==> src/design/i2cms_pkg.sv <==
// Shared constants, types and helpers for the I2C master transaction sequencer.
package i2cms_pkg;

	// Sizes of the slot table and the byte store.
	localparam int OP_SLOTS    = 4;
	localparam int STORE_DEPTH = 64;
	localparam int STORE_AW    = $clog2(STORE_DEPTH);
	localparam int NS_W        = $clog2(OP_SLOTS + 1);

	// Request opcodes.
	localparam logic [2:0] OP_SLOT_WR  = 3'd0;
	localparam logic [2:0] OP_STORE_WR = 3'd1;
	localparam logic [2:0] OP_START    = 3'd2;
	localparam logic [2:0] OP_EVENT    = 3'd3;
	localparam logic [2:0] OP_STORE_RD = 3'd4;

	// Slot modes.
	localparam logic [1:0] MODE_EMPTY = 2'd0;
	localparam logic [1:0] MODE_SEND  = 2'd1;
	localparam logic [1:0] MODE_RECV  = 2'd2;

	// Bus actions.
	localparam logic [2:0] ACT_NONE      = 3'd0;
	localparam logic [2:0] ACT_START     = 3'd1;
	localparam logic [2:0] ACT_SEND      = 3'd2;
	localparam logic [2:0] ACT_RECV_ACK  = 3'd3;
	localparam logic [2:0] ACT_RECV_NACK = 3'd4;
	localparam logic [2:0] ACT_STOP      = 3'd5;
	localparam logic [2:0] ACT_RELEASE   = 3'd6;

	// Error codes.
	localparam logic [2:0] ERR_NONE     = 3'd0;
	localparam logic [2:0] ERR_ARB      = 3'd1;
	localparam logic [2:0] ERR_ADR_NACK = 3'd2;
	localparam logic [2:0] ERR_DAT_NACK = 3'd3;
	localparam logic [2:0] ERR_NO_INFO  = 3'd4;
	localparam logic [2:0] ERR_BUS      = 3'd5;
	localparam logic [2:0] ERR_ILLEGAL  = 3'd6;

	// Bus controller status codes (master modes only).
	localparam logic [7:0] ST_BUS_ERR  = 8'h00;
	localparam logic [7:0] ST_START    = 8'h08;
	localparam logic [7:0] ST_RSTART   = 8'h10;
	localparam logic [7:0] ST_AW_ACK   = 8'h18;
	localparam logic [7:0] ST_AW_NACK  = 8'h20;
	localparam logic [7:0] ST_DW_ACK   = 8'h28;
	localparam logic [7:0] ST_DW_NACK  = 8'h30;
	localparam logic [7:0] ST_ARB_LOST = 8'h38;
	localparam logic [7:0] ST_AR_ACK   = 8'h40;
	localparam logic [7:0] ST_AR_NACK  = 8'h48;
	localparam logic [7:0] ST_DR_ACK   = 8'h50;
	localparam logic [7:0] ST_DR_NACK  = 8'h58;
	localparam logic [7:0] ST_NO_INFO  = 8'hF8;

	// One operation slot.
	typedef struct packed {
		logic [1:0] mode;
		logic [7:0] address;
		logic [5:0] base;
		logic [6:0] length;
	} slot_t;

	// Result of the next-slot search.
	typedef struct packed {
		logic            found;
		slot_t           slot;
		logic [NS_W-1:0] next;
	} pick_t;

	// Store index from a widened value; the store wraps at its depth.
	function automatic logic [STORE_AW-1:0] store_addr(input logic [7:0] v);
		return v[STORE_AW-1:0];
	endfunction

endpackage

==> src/design/i2c_master_transaction_sequencer.sv <==
// Top level of the I2C master transaction sequencer.
//
// One request channel (in_valid/in_stall) carries host commands and bus status
// events; one result channel (out_valid/out_stall) returns exactly one result
// per request: the bus action, the byte to send, the last error, busy and the
// store read data. A request is taken on a clock edge with valid high and
// stall low on its channel.
// A request is decided when it is accepted: the accepting edge registers the
// decision and updates the sequencer state while the byte store is read. The
// result register then takes the decision and store data once it is free, and
// out_valid rises. One request can be accepted every cycle while the result
// channel is not stalled, since each decision is short logic. When the
// receiver stalls, the held result stays on the outputs and one more request
// is still accepted into the decision stage; after that in_stall rises until
// the result register frees up.
// Reset (arst_n low) empties all slots, clears busy, error and counters and
// drops any result in flight. The byte store is not cleared; it must be
// written before it is read.
module i2c_master_transaction_sequencer (
	input  logic       clk,
	input  logic       arst_n,
	input  logic       in_valid,
	output logic       in_stall,
	input  logic [2:0] opcode,
	input  logic [1:0] slot_index,
	input  logic [1:0] slot_mode,
	input  logic [7:0] slot_address,
	input  logic [5:0] slot_base,
	input  logic [6:0] slot_length,
	input  logic [5:0] store_index,
	input  logic [7:0] store_data,
	input  logic [7:0] status_code,
	input  logic [7:0] bus_byte,
	output logic       out_valid,
	input  logic       out_stall,
	output logic [2:0] bus_action,
	output logic [7:0] send_byte,
	output logic [2:0] fault_code,
	output logic       busy_res,
	output logic [7:0] read_data
);
	import i2cms_pkg::*;

	// Sequencer state.
	slot_t            slot_q [OP_SLOTS];
	logic [NS_W-1:0]  next_q;
	logic [6:0]       done_q;
	logic [7:0]       addr_q;
	logic [5:0]       base_q;
	logic [6:0]       len_q;
	logic             run_q;
	logic [2:0]       err_q;

	// Next-state and decision values.
	logic [NS_W-1:0]     next_n;
	logic [6:0]          done_n;
	logic [7:0]          addr_n;
	logic [5:0]          base_n;
	logic [6:0]          len_n;
	logic                run_n;
	logic [2:0]          err_n;
	logic [2:0]          act_c;
	logic [7:0]          tx_c;
	logic                tx_ram_c;
	logic                rd_ram_c;
	logic                load_c;
	logic                we_c;
	logic                re_c;
	logic [STORE_AW-1:0] wa_c;
	logic [STORE_AW-1:0] ra_c;
	logic [7:0]          wd_c;
	logic [STORE_AW-1:0] pos_c;
	logic [NS_W-1:0]     pick_from;
	pick_t               pick;

	// Pipeline registers.
	logic       v_s1;
	logic [2:0] act_s1;
	logic [7:0] tx_s1;
	logic       tx_ram_s1;
	logic       rd_ram_s1;
	logic [2:0] err_s1;
	logic       busy_s1;
	logic [7:0] ram_rdata;

	logic in_acc;
	logic s2_free;
	logic s1_move;

	// Handshake: the decision stage advances whenever the result register frees up.
	assign s2_free  = !out_valid || !out_stall;
	assign s1_move  = v_s1 && s2_free;
	assign in_stall = v_s1 && !s2_free;
	assign in_acc   = in_valid && !in_stall;

	// Next-slot search starts at slot zero on a start request.
	assign pick_from = (opcode == OP_START) ? '0 : next_q;

	i2cms_slot_pick u_pick (
		.slots (slot_q),
		.from  (pick_from),
		.pick  (pick)
	);

	// Store position of the current byte within the active slot.
	assign pos_c = store_addr(8'({2'b00, base_q} + {1'b0, done_q}));

	// Decision logic for one request.
	always_comb begin
		next_n   = next_q;
		done_n   = done_q;
		addr_n   = addr_q;
		base_n   = base_q;
		len_n    = len_q;
		run_n    = run_q;
		err_n    = err_q;
		act_c    = ACT_NONE;
		tx_c     = 8'h00;
		tx_ram_c = 1'b0;
		rd_ram_c = 1'b0;
		load_c   = 1'b0;
		we_c     = 1'b0;
		re_c     = 1'b0;
		wa_c     = pos_c;
		ra_c     = pos_c;
		wd_c     = bus_byte;
		case (opcode)
			OP_STORE_WR: begin
				we_c = 1'b1;
				wa_c = store_addr({2'b00, store_index});
				wd_c = store_data;
			end
			OP_START: begin
				err_n  = ERR_NONE;
				run_n  = pick.found;
				load_c = 1'b1;
				act_c  = pick.found ? ACT_START : ACT_NONE;
			end
			OP_EVENT: begin
				case (status_code)
					ST_START, ST_RSTART: begin
						act_c = ACT_SEND;
						tx_c  = addr_q;
					end
					ST_ARB_LOST: begin
						err_n = ERR_ARB;
						run_n = 1'b0;
						act_c = ACT_RELEASE;
					end
					ST_AW_ACK, ST_DW_ACK: begin
						if (done_q < len_q) begin
							re_c     = 1'b1;
							tx_ram_c = 1'b1;
							done_n   = done_q + 7'd1;
							act_c    = ACT_SEND;
						end else begin
							load_c = 1'b1;
						end
					end
					ST_AW_NACK, ST_AR_NACK: begin
						err_n = ERR_ADR_NACK;
						run_n = 1'b0;
						act_c = ACT_STOP;
					end
					ST_DW_NACK: begin
						err_n = ERR_DAT_NACK;
						run_n = 1'b0;
						act_c = ACT_STOP;
					end
					ST_AR_ACK: begin
						act_c = ({1'b0, done_q} + 8'd1 < {1'b0, len_q}) ?
							ACT_RECV_ACK : ACT_RECV_NACK;
					end
					ST_DR_ACK: begin
						if (done_q < len_q) begin
							we_c   = 1'b1;
							done_n = done_q + 7'd1;
						end
						act_c = ({1'b0, done_n} + 8'd1 < {1'b0, len_q}) ?
							ACT_RECV_ACK : ACT_RECV_NACK;
					end
					ST_DR_NACK: begin
						if (done_q < len_q) begin
							we_c   = 1'b1;
							done_n = done_q + 7'd1;
						end
						load_c = 1'b1;
					end
					ST_NO_INFO: err_n = ERR_NO_INFO;
					ST_BUS_ERR: err_n = ERR_BUS;
					default:    err_n = ERR_ILLEGAL;
				endcase
			end
			OP_STORE_RD: begin
				re_c     = 1'b1;
				rd_ram_c = 1'b1;
				ra_c     = store_addr({2'b00, store_index});
			end
			default: begin
			end
		endcase

		// Move on to the next slot set to send or receive, or end the transaction.
		if (load_c) begin
			next_n = pick.next;
			if (pick.found) begin
				addr_n = (pick.slot.mode == MODE_SEND) ?
					(pick.slot.address & 8'hFE) : (pick.slot.address | 8'h01);
				base_n = pick.slot.base;
				len_n  = pick.slot.length;
				done_n = 7'd0;
				if (opcode == OP_EVENT) begin
					act_c = ACT_START;
				end
			end else if (opcode == OP_EVENT) begin
				run_n = 1'b0;
				act_c = ACT_STOP;
			end
		end
	end

	// Byte store.
	i2cms_ram #(
		.WIDTH (8),
		.DEPTH (STORE_DEPTH)
	) u_store (
		.clk   (clk),
		.we    (in_acc && we_c),
		.waddr (wa_c),
		.wdata (wd_c),
		.re    (in_acc && re_c),
		.raddr (ra_c),
		.rdata (ram_rdata)
	);

	// Sequencer state registers, updated as each request is accepted.
	always_ff @(posedge clk or negedge arst_n) begin
		if (!arst_n) begin
			for (int i = 0; i < OP_SLOTS; i++) begin
				slot_q[i] <= '0;
			end
			next_q <= '0;
			done_q <= '0;
			addr_q <= '0;
			base_q <= '0;
			len_q  <= '0;
			run_q  <= 1'b0;
			err_q  <= ERR_NONE;
		end else if (in_acc) begin
			next_q <= next_n;
			done_q <= done_n;
			addr_q <= addr_n;
			base_q <= base_n;
			len_q  <= len_n;
			run_q  <= run_n;
			err_q  <= err_n;
			if (opcode == OP_SLOT_WR) begin
				for (int i = 0; i < OP_SLOTS; i++) begin
					if (int'(slot_index) == i) begin
						slot_q[i].mode    <= slot_mode;
						slot_q[i].address <= slot_address;
						slot_q[i].base    <= slot_base;
						slot_q[i].length  <= slot_length;
					end
				end
			end
		end
	end

	// Decision stage valid.
	always_ff @(posedge clk or negedge arst_n) begin
		if (!arst_n) begin
			v_s1 <= 1'b0;
		end else if (in_acc) begin
			v_s1 <= 1'b1;
		end else if (s1_move) begin
			v_s1 <= 1'b0;
		end
	end

	// Decision stage payload.
	always_ff @(posedge clk) begin
		if (in_acc) begin
			act_s1    <= act_c;
			tx_s1     <= tx_c;
			tx_ram_s1 <= tx_ram_c;
			rd_ram_s1 <= rd_ram_c;
			err_s1    <= err_n;
			busy_s1   <= run_n;
		end
	end

	// Result register valid.
	always_ff @(posedge clk or negedge arst_n) begin
		if (!arst_n) begin
			out_valid <= 1'b0;
		end else if (s1_move) begin
			out_valid <= 1'b1;
		end else if (!out_stall) begin
			out_valid <= 1'b0;
		end
	end

	// Result register payload; store data joins here.
	always_ff @(posedge clk) begin
		if (s1_move) begin
			bus_action <= act_s1;
			send_byte  <= tx_ram_s1 ? ram_rdata : tx_s1;
			fault_code <= err_s1;
			busy_res   <= busy_s1;
			read_data  <= rd_ram_s1 ? ram_rdata : 8'h00;
		end
	end
endmodule

==> src/design/i2cms_ram.sv <==
// Generic single-port-write, single-port-read RAM with registered read data.
module i2cms_ram #(
	parameter int WIDTH = 8,
	parameter int DEPTH = 64
) (
	input  logic                     clk,
	input  logic                     we,
	input  logic [$clog2(DEPTH)-1:0] waddr,
	input  logic [WIDTH-1:0]         wdata,
	input  logic                     re,
	input  logic [$clog2(DEPTH)-1:0] raddr,
	output logic [WIDTH-1:0]         rdata
);
	logic [WIDTH-1:0] mem_q [DEPTH];

	// Write port and registered read port; read data holds when not reading.
	always_ff @(posedge clk) begin
		if (we) begin
			mem_q[waddr] <= wdata;
		end
		if (re) begin
			rdata <= mem_q[raddr];
		end
	end
endmodule

==> src/design/i2cms_slot_pick.sv <==
// Finds the first operation slot set to send or receive at or after a given slot index.
module i2cms_slot_pick (
	input  i2cms_pkg::slot_t              slots [i2cms_pkg::OP_SLOTS],
	input  logic [i2cms_pkg::NS_W-1:0]    from,
	output i2cms_pkg::pick_t              pick
);
	import i2cms_pkg::*;

	// Scan from the top down so the lowest qualifying slot wins.
	always_comb begin
		pick.found = 1'b0;
		pick.slot  = slots[0];
		pick.next  = NS_W'(OP_SLOTS);
		for (int i = OP_SLOTS - 1; i >= 0; i--) begin
			if (int'(from) <= i &&
			    (slots[i].mode == MODE_SEND || slots[i].mode == MODE_RECV)) begin
				pick.found = 1'b1;
				pick.slot  = slots[i];
				pick.next  = NS_W'(i + 1);
			end
		end
	end
endmodule

==> config.mk <==
export PLATFORM = sky130hd
export DESIGN_NAME = i2c_master_transaction_sequencer
export DESIGN_NICKNAME = d
export VERILOG_FILES = /design/src/design/i2cms_pkg.sv /design/src/design/i2c_master_transaction_sequencer.sv /design/src/design/i2cms_ram.sv /design/src/design/i2cms_slot_pick.sv
export SDC_FILE = /design/constraint.sdc
export NUM_CORES = 1
export LEC_CHECK = 0
export ABC_AREA = 1
export BUFFER_PORTS_ARGS = -buffer_cell sky130_fd_sc_hd__buf_2
export CAP_MARGIN = 20
export CORE_MARGIN = 2
export CORE_UTILIZATION = 30
export DETAILED_ROUTE_END_ITERATION = 10
export PLACE_DENSITY = 0.53
export SYNTH_ARGS = -nofsm -noshare
export SYNTH_HDL_FRONTEND = slang
export SYNTH_SLANG_ARGS = --single-unit
==> constraint.sdc <==
create_clock -name clk -period 3.2 [get_ports clk]
set_clock_uncertainty 0.1 [all_clocks]
set_input_delay 0.96 -clock clk [delete_from_list [all_inputs] [get_ports clk]]
set_output_delay 0.96 -clock clk [all_outputs]
set_load 0.01 [all_outputs]
==> reports/qor.yml, run 1 <==
placed_area_um2: 33700
hold_viol: 0
total_power_w: 0.0367
synth-async-reset-ratio: 0.182
seqCellArea_um2: 19900
irDropWorstVdd_uv: 756
cts_buffers: 73
wl_per_cell_um: 18.6
first_iter_violations: 1510
crit_required_ns: 3.48
synth_top_flop_cell: "edfxtp_1"
multi_input_area_um2: 8500
hp-class: "input port to asynchronous set/reset pin"
grt_max_degree: 65
ant_nets: 0
cts_root_buf: "clkbuf_16"
grt_usage: 0.153
fin_setup_tns_ns: 0
cts_htree_levels: 3
yosysTopAreaCell: "edfxtp_1"
cp.arrival_ns: 3.47
synthesis.area_um2: 29600
cts_tree: "done"
dieArea_um2: 101000
drive_gt1_frac: 0.216
rsz0062_at_grt: "yes"
fmax_ghz: 0.314
synth.top_cell.area_share: 0.569
gp_congestion: 0.817
grt_pass1_vias: 19900
setup_viol: 0
drc: 0
final_cell_mix: "edfxtp_1 (560), o21ai_0 (359), nand2_1 (304)"
ys_types: 55
period_minus_slack_ns: 3.19
grt_pass1_wl_um: 119000
syn_to_final_growth_pct: 23.3
antenna_found_initial: 2
post-place-cells: 4079
die_width_um: 318
path_cells: "inv_2 -> ha_4 -> nand2_4 -> inv_4 -> a21oi_4 -> buf_4 -> nand3_2 -> nand2_2 -> inv_2 -> ha_4 -> and3_4 -> nand3_2 -> xor2_1 -> inv_1 -> ha_4 -> inv_1 -> o21bai_1 -> a21oi_2 -> nand3_2 -> nand3_1 -> nand2_2 -> inv_1"
die_h_um: 318
clk_pin_slew_worst_paths_ns: 0.06
ys_ff_latch: 685
power.leakage_nw: 14.0
syn_nets: 2656
coreArea_um2: 98000
cts_max_path_buffers: 3
clock_sinks: 685
drv_cap: 0
critPathLaunchType: "flop"
cpMaxStageDelayCell: "dfrtp_1"
fillers: 9528
synth.area.top_cells: "edfxtp_1 (57%), dfrtp_1 (11%), o21ai_0 (6.1%), nand2_1 (4.1%), nand3_1 (3.8%)"
stdcell_area_um2: 36500
final_common_cell: "edfxtp_1"
worstSkewPairLatency_ns: 0.63
hold-worst-slack_ns: 0.235
synth_seq_area_share: 0.675
status: "finished, final reports clean"
dp.final_hpwl_um: 49900
crit_fanout: 3
port-buffer-count: 85
via_per_inst: 4.74
first_pass_iters: 5
synth-edff-count: 560
worstMarginPinSlew_ns: 0.602
pin_count: 87
critPathKind: "flop to flop"
hold_buffers: 0
power_density_nw_per_um2: 1010
instances_no_fill: 4228
syn_inst: 2568
overflow: 0
vias: 20000
avgSynthCellArea_um2: 11.5
finalCritPeriodShare: 0.996
crit_path_end_kind: "flop"
initial_core_util: 0.302
rows: 115
slowest_delay_ns: 0.39
yosys_warnings: 0
final_max_slew_viol_count: 0
drt_wl_total_um: 78400
design.final.nets: 2972
slew_headroom: 0.599
power by group:
part,internal [W],total [W],switching (W)
registers,0.0103,0.0106,0.000309
clock network,0.00473,0.00823,0.00351
logic,0.00693,0.0178,0.0109
stage by stage:
step	util	setup WS (ns)
3_3_place_gp	0.344	-0.345
6_report	0.372	0.0136
3_5_place_dp	0.344	-0.358
4_1_cts	0.369	0.000573
5_1_grt	0.372	-0.171
2_1_floorplan	-	0.00286
path summary, 6_finish.rpt:
path	slack [ns]	depth (start not counted)	from	end
worst min-delay path	0.23	1	arst_n	slot_q[63]
worst max-delay path	0.01	22	len_q[6]	act_s1[1]
min in group clk	0.33	0	act_s1[2]	bus_action[2]
worst min register to register	0.33	0	act_s1[2]	bus_action[2]
worst max register to register	0.01	22	len_q[6]	act_s1[1]
max in group asynchronous	2.10	2	arst_n	slot_q[89]
worst max-delay path: cells and delay by family (launching register included):
family                     cells  cell delay [ns]
DFF                            1             0.39
xor gates and xnor gates       1             0.14
AOI/OAI and AO/OA              3             0.43
buffers and inverters          7             0.47
and+or+nand+nor                8             0.76
adders and majority gates      3             0.63
cell type report:
cell class / count / share of cell area
inverter: 188 / 0.0195
multi-input combinational: 1553 / 0.233
clock inverter: 40 / 0.0101
antenna: 1 / 0.0000686
sequential: 685 / 0.547
timing repair buffer: 383 / 0.0928
clock buffer: 91 / 0.0531
tap: 1287 / 0.0442
Yosys cell counts, types with 3 or more instances:
cell type / n
o211ai_1: 70
o21bai_1: 98
nand2_1: 323
xnor2_1: 4
or2_2: 7
o21ai_2: 4
nand4_1: 3
buf_2: 61
clkbuf_1: 62
buf_4: 6
nand3_2: 5
inv_2: 14
nand2_4: 5
nor2_1: 212
dfrtp_1: 125
o21ai_0: 361
a211oi_2: 4
a21oi_2: 3
inv_1: 173
nand2_2: 5
o21bai_2: 6
o21ai_1: 60
nor3_1: 6
edfxtp_1: 560
a31o_2: 6
ha_1: 25
mux2_2: 16
xor2_1: 12
nor2_2: 4
a21oi_1: 58
nand3_1: 225
nor2_4: 5
buf_6: 10
kinds of logic (layout without fill, tap and decap cells):
| group | after synthesis | after routing | share of synthesized area |
|---|---|---|---|
| simple gates | 812 | 812 | 0.119 |
| buf+inv | 330 | 702 | 0.0482 |
| other cells | 0 | 1 | 0 |
| mux | 16 | 16 | 0.00609 |
| fa+ha+maj | 26 | 26 | 0.0113 |
| flops | 685 | 685 | 0.675 |
| xor+xnor | 16 | 16 | 0.00474 |
| compound gates | 683 | 683 | 0.136 |
timing repair:
action | CTS | global route
pin swaps | 10 | 21
setup buffers | 5 | 11
gates resized for setup | 27 | 56
endpoints found under the setup margin | 205 | 405
cloned | 0 | 1
state kept, by name, indices dropped and copies added, names as in the netlist:
name / count
busy_res: 1
act_s1: 3
u_store.mem_q: 512
err_q: 3
err_s1: 3
next_q: 3
v_s1: 1
tx_ram_s1: 1
fault_code: 3
tx_s1: 8
rd_ram_s1: 1
base_q: 6
slot_q: 88
len_q: 7
busy_s1: 1
u_store.rdata: 8
out_valid: 1
addr_q: 8
bus_action: 3
send_byte: 8
done_q: 7
read_data: 8
run_q: 1
routing by layer:
metal  vias up  routed length [µm]  track usage
li1       9779                   -            -
met1      9655               35400        0.207
met2       472               36700        0.247
met3       113                4280       0.0266
met4         2                2010       0.0509
met5         -                  16            0
No activity file was read; power rests on OpenSTA's default activity.
==> run 2: changes to the inputs <==
--- a/config.mk
+++ b/config.mk
@@ -11,7 +11,6 @@
 export CORE_MARGIN = 2
 export CORE_UTILIZATION = 30
 export DETAILED_ROUTE_END_ITERATION = 10
-export PLACE_DENSITY = 0.53
 export SYNTH_ARGS = -nofsm -noshare
 export SYNTH_HDL_FRONTEND = slang
 export SYNTH_SLANG_ARGS = --single-unit
==> reports/qor.yml, run 2 (same netlist as run 1, synthesis figures left out) <==
worstMarginPinSlew_ns: 0.700
design.final.nets: 2929
r2r_cells: 23
pin_count: 87
dieArea_um2: 101000
critPathKind: "flop to flop"
grt_usage: 0.148
cts_buffers: 71
fmax_ghz: 0.316
p_int_w: 0.0216
first_iter_violations: 1639
seq_power_share: 0.297
largestRegisters: "u_store.mem_q (512), slot_q (88)"
hold_viol: 0
final_max_slew_viol_count: 0
drive_gt1_frac: 0.207
drv_cap: 0
n_antenna_cell: 0
p_sw_frac: 0.397
rows: 115
crit_start: "len_q[6]"
final_common_cell: "edfxtp_1"
crit_required_ns: 3.48
crit_fanout: 4
ant_nets: 0
total_power_w: 0.0359
syn_to_final_growth_pct: 21.9
dp.final_hpwl_um: 48500
crit_path_end_kind: "flop"
hp-class: "input port to asynchronous set/reset pin"
vias: 20100
largest_register: "u_store.mem_q"
irDropWorstVdd_uv: 559
cts_tree: "done"
clk_pin_slew_worst_paths_ns: 0.06
instances_no_fill: 4182
coreArea_um2: 98000
power.leakage_nw: 13.7
initial_core_util: 0.302
drc: 0
rsz0062_at_grt: "yes"
fillers: 9465
largest_register_ff_count: 512
cts_htree_levels: 3
first_pass_iters: 5
power_frac_clock: 0.233
cp.arrival_ns: 3.45
r2r_slack_ns: 0.03
finalCritPeriodShare: 0.990
p_comb_frac: 0.470
timing.rr.start: "len_q[6]"
status: "finished, final reports clean"
drt_wl_total_um: 76800
p_sw_w: 0.0142
antenna_found_initial: 5
grt_pass1_wl_um: 116000
setup_viol: 0
worstSkewPairLatency_ns: 0.62
via_per_inst: 4.81
post-place-cells: 4046
port-buffer-count: 85
overflow: 0
cts_root_buf: "clkbuf_16"
slew_headroom: 0.530
wl_per_cell_um: 18.4
final_cell_mix: "edfxtp_1 (560), o21ai_0 (358), nand2_1 (296)"
die_width_um: 318
grt_pass1_vias: 19700
timing.rr.end: "act_s1[0]"
die_h_um: 318
grt_max_degree: 65
cts_max_path_buffers: 3
clock_sinks: 685
power_density_nw_per_um2: 995
gp_congestion: 0.909
period_minus_slack_ns: 3.17
critPathLaunchType: "flop"
-- run 2: worst max path at each step --
| stage | to | slack (ns) | depth (start not counted) |
|---|---|---|---|
| 6_report | act_s1[0] | 0.03 | 23 |
| 4_1_cts | act_s1[0] | -0.01 | 23 |
| 3_5_place_dp | act_s1[0] | -0.36 | 22 |
| 5_1_grt | act_s1[0] | -0.16 | 23 |
| 3_3_place_gp | act_s1[0] | -0.35 | 22 |
| 2_1_floorplan | act_s1[2] | 0.003 | 21 |
-- run 2: timing repair --
action	in CTS	in global routing
gates resized for setup	36	42
gates cloned	0	0
pin swaps	11	18
endpoints found under the setup margin	114	523
setup buffers	4	5
hold buffers	0	0
-- run 2: metal layers --
layer	part of all wire	track usage
met1	0.44	0.197
met2	0.48	0.250
met3	0.054	0.0220
met4	0.021	0.0439
met5	0.00083	0
-- run 2: area by class of cell --
class	instances	area, µm²	share of cell area
clock buffer	88	1890	0.0525
tap	1287	1610	0.0447
sequential	685	19900	0.553
multi-input combinational	1553	8500	0.236
timing repair buffer	342	2930	0.0813
inverter	188	711	0.0197
clock inverter	39	445	0.0124
-- run 2: power groups by stage --
stage | combinational (W) | clock, W | sequential (W)
finish | 0.0168 | 0.00836 | 0.0107
global route | 0.0184 | 0.00884 | 0.0107
CTS | 0.0164 | 0.00850 | 0.0106
detailed placement | 0.0160 | 0 | 0.0108
global placement | 0.0159 | 0 | 0.0108
floorplan | 0.00946 | 0 | 0.0108
-- run 2: worst max-delay path: stages (launching register included) --
cell	delay, ns
dfrtp_1	0.39
inv_2	0.08
ha_4	0.21
nand2_4	0.08
inv_2	0.05
a21oi_4	0.25
nand2_4	0.09
nand2_2	0.08
nand2_2	0.06
inv_2	0.07
ha_4	0.13
and3_4	0.19
nand3_2	0.07
xor2_1	0.14
inv_1	0.08
ha_4	0.27
inv_1	0.03
o21bai_1	0.11
a21oi_1	0.05
buf_4	0.14
nand3_2	0.08
nand3_2	0.08
nand2_1	0.07
nand2_1	0.04
-- run 2: per-stage QoR --
stage | setup slack, ns | util | hold WS (ns) | area [µm²] | setup TNS (ns)
finish | 0.0317 | 0.368 | 0.240 | 36000 | 0
global route | -0.155 | 0.368 | 0.259 | 36000 | -0.705
CTS | -0.0149 | 0.366 | 0.234 | 35900 | -0.0149
detailed placement | -0.357 | 0.340 | 0.305 | 33300 | -5.64
global placement | -0.355 | 0.340 | 0.303 | 33300 | -3.50
floorplan | 0.00286 | - | 0.300 | 29600 | 0
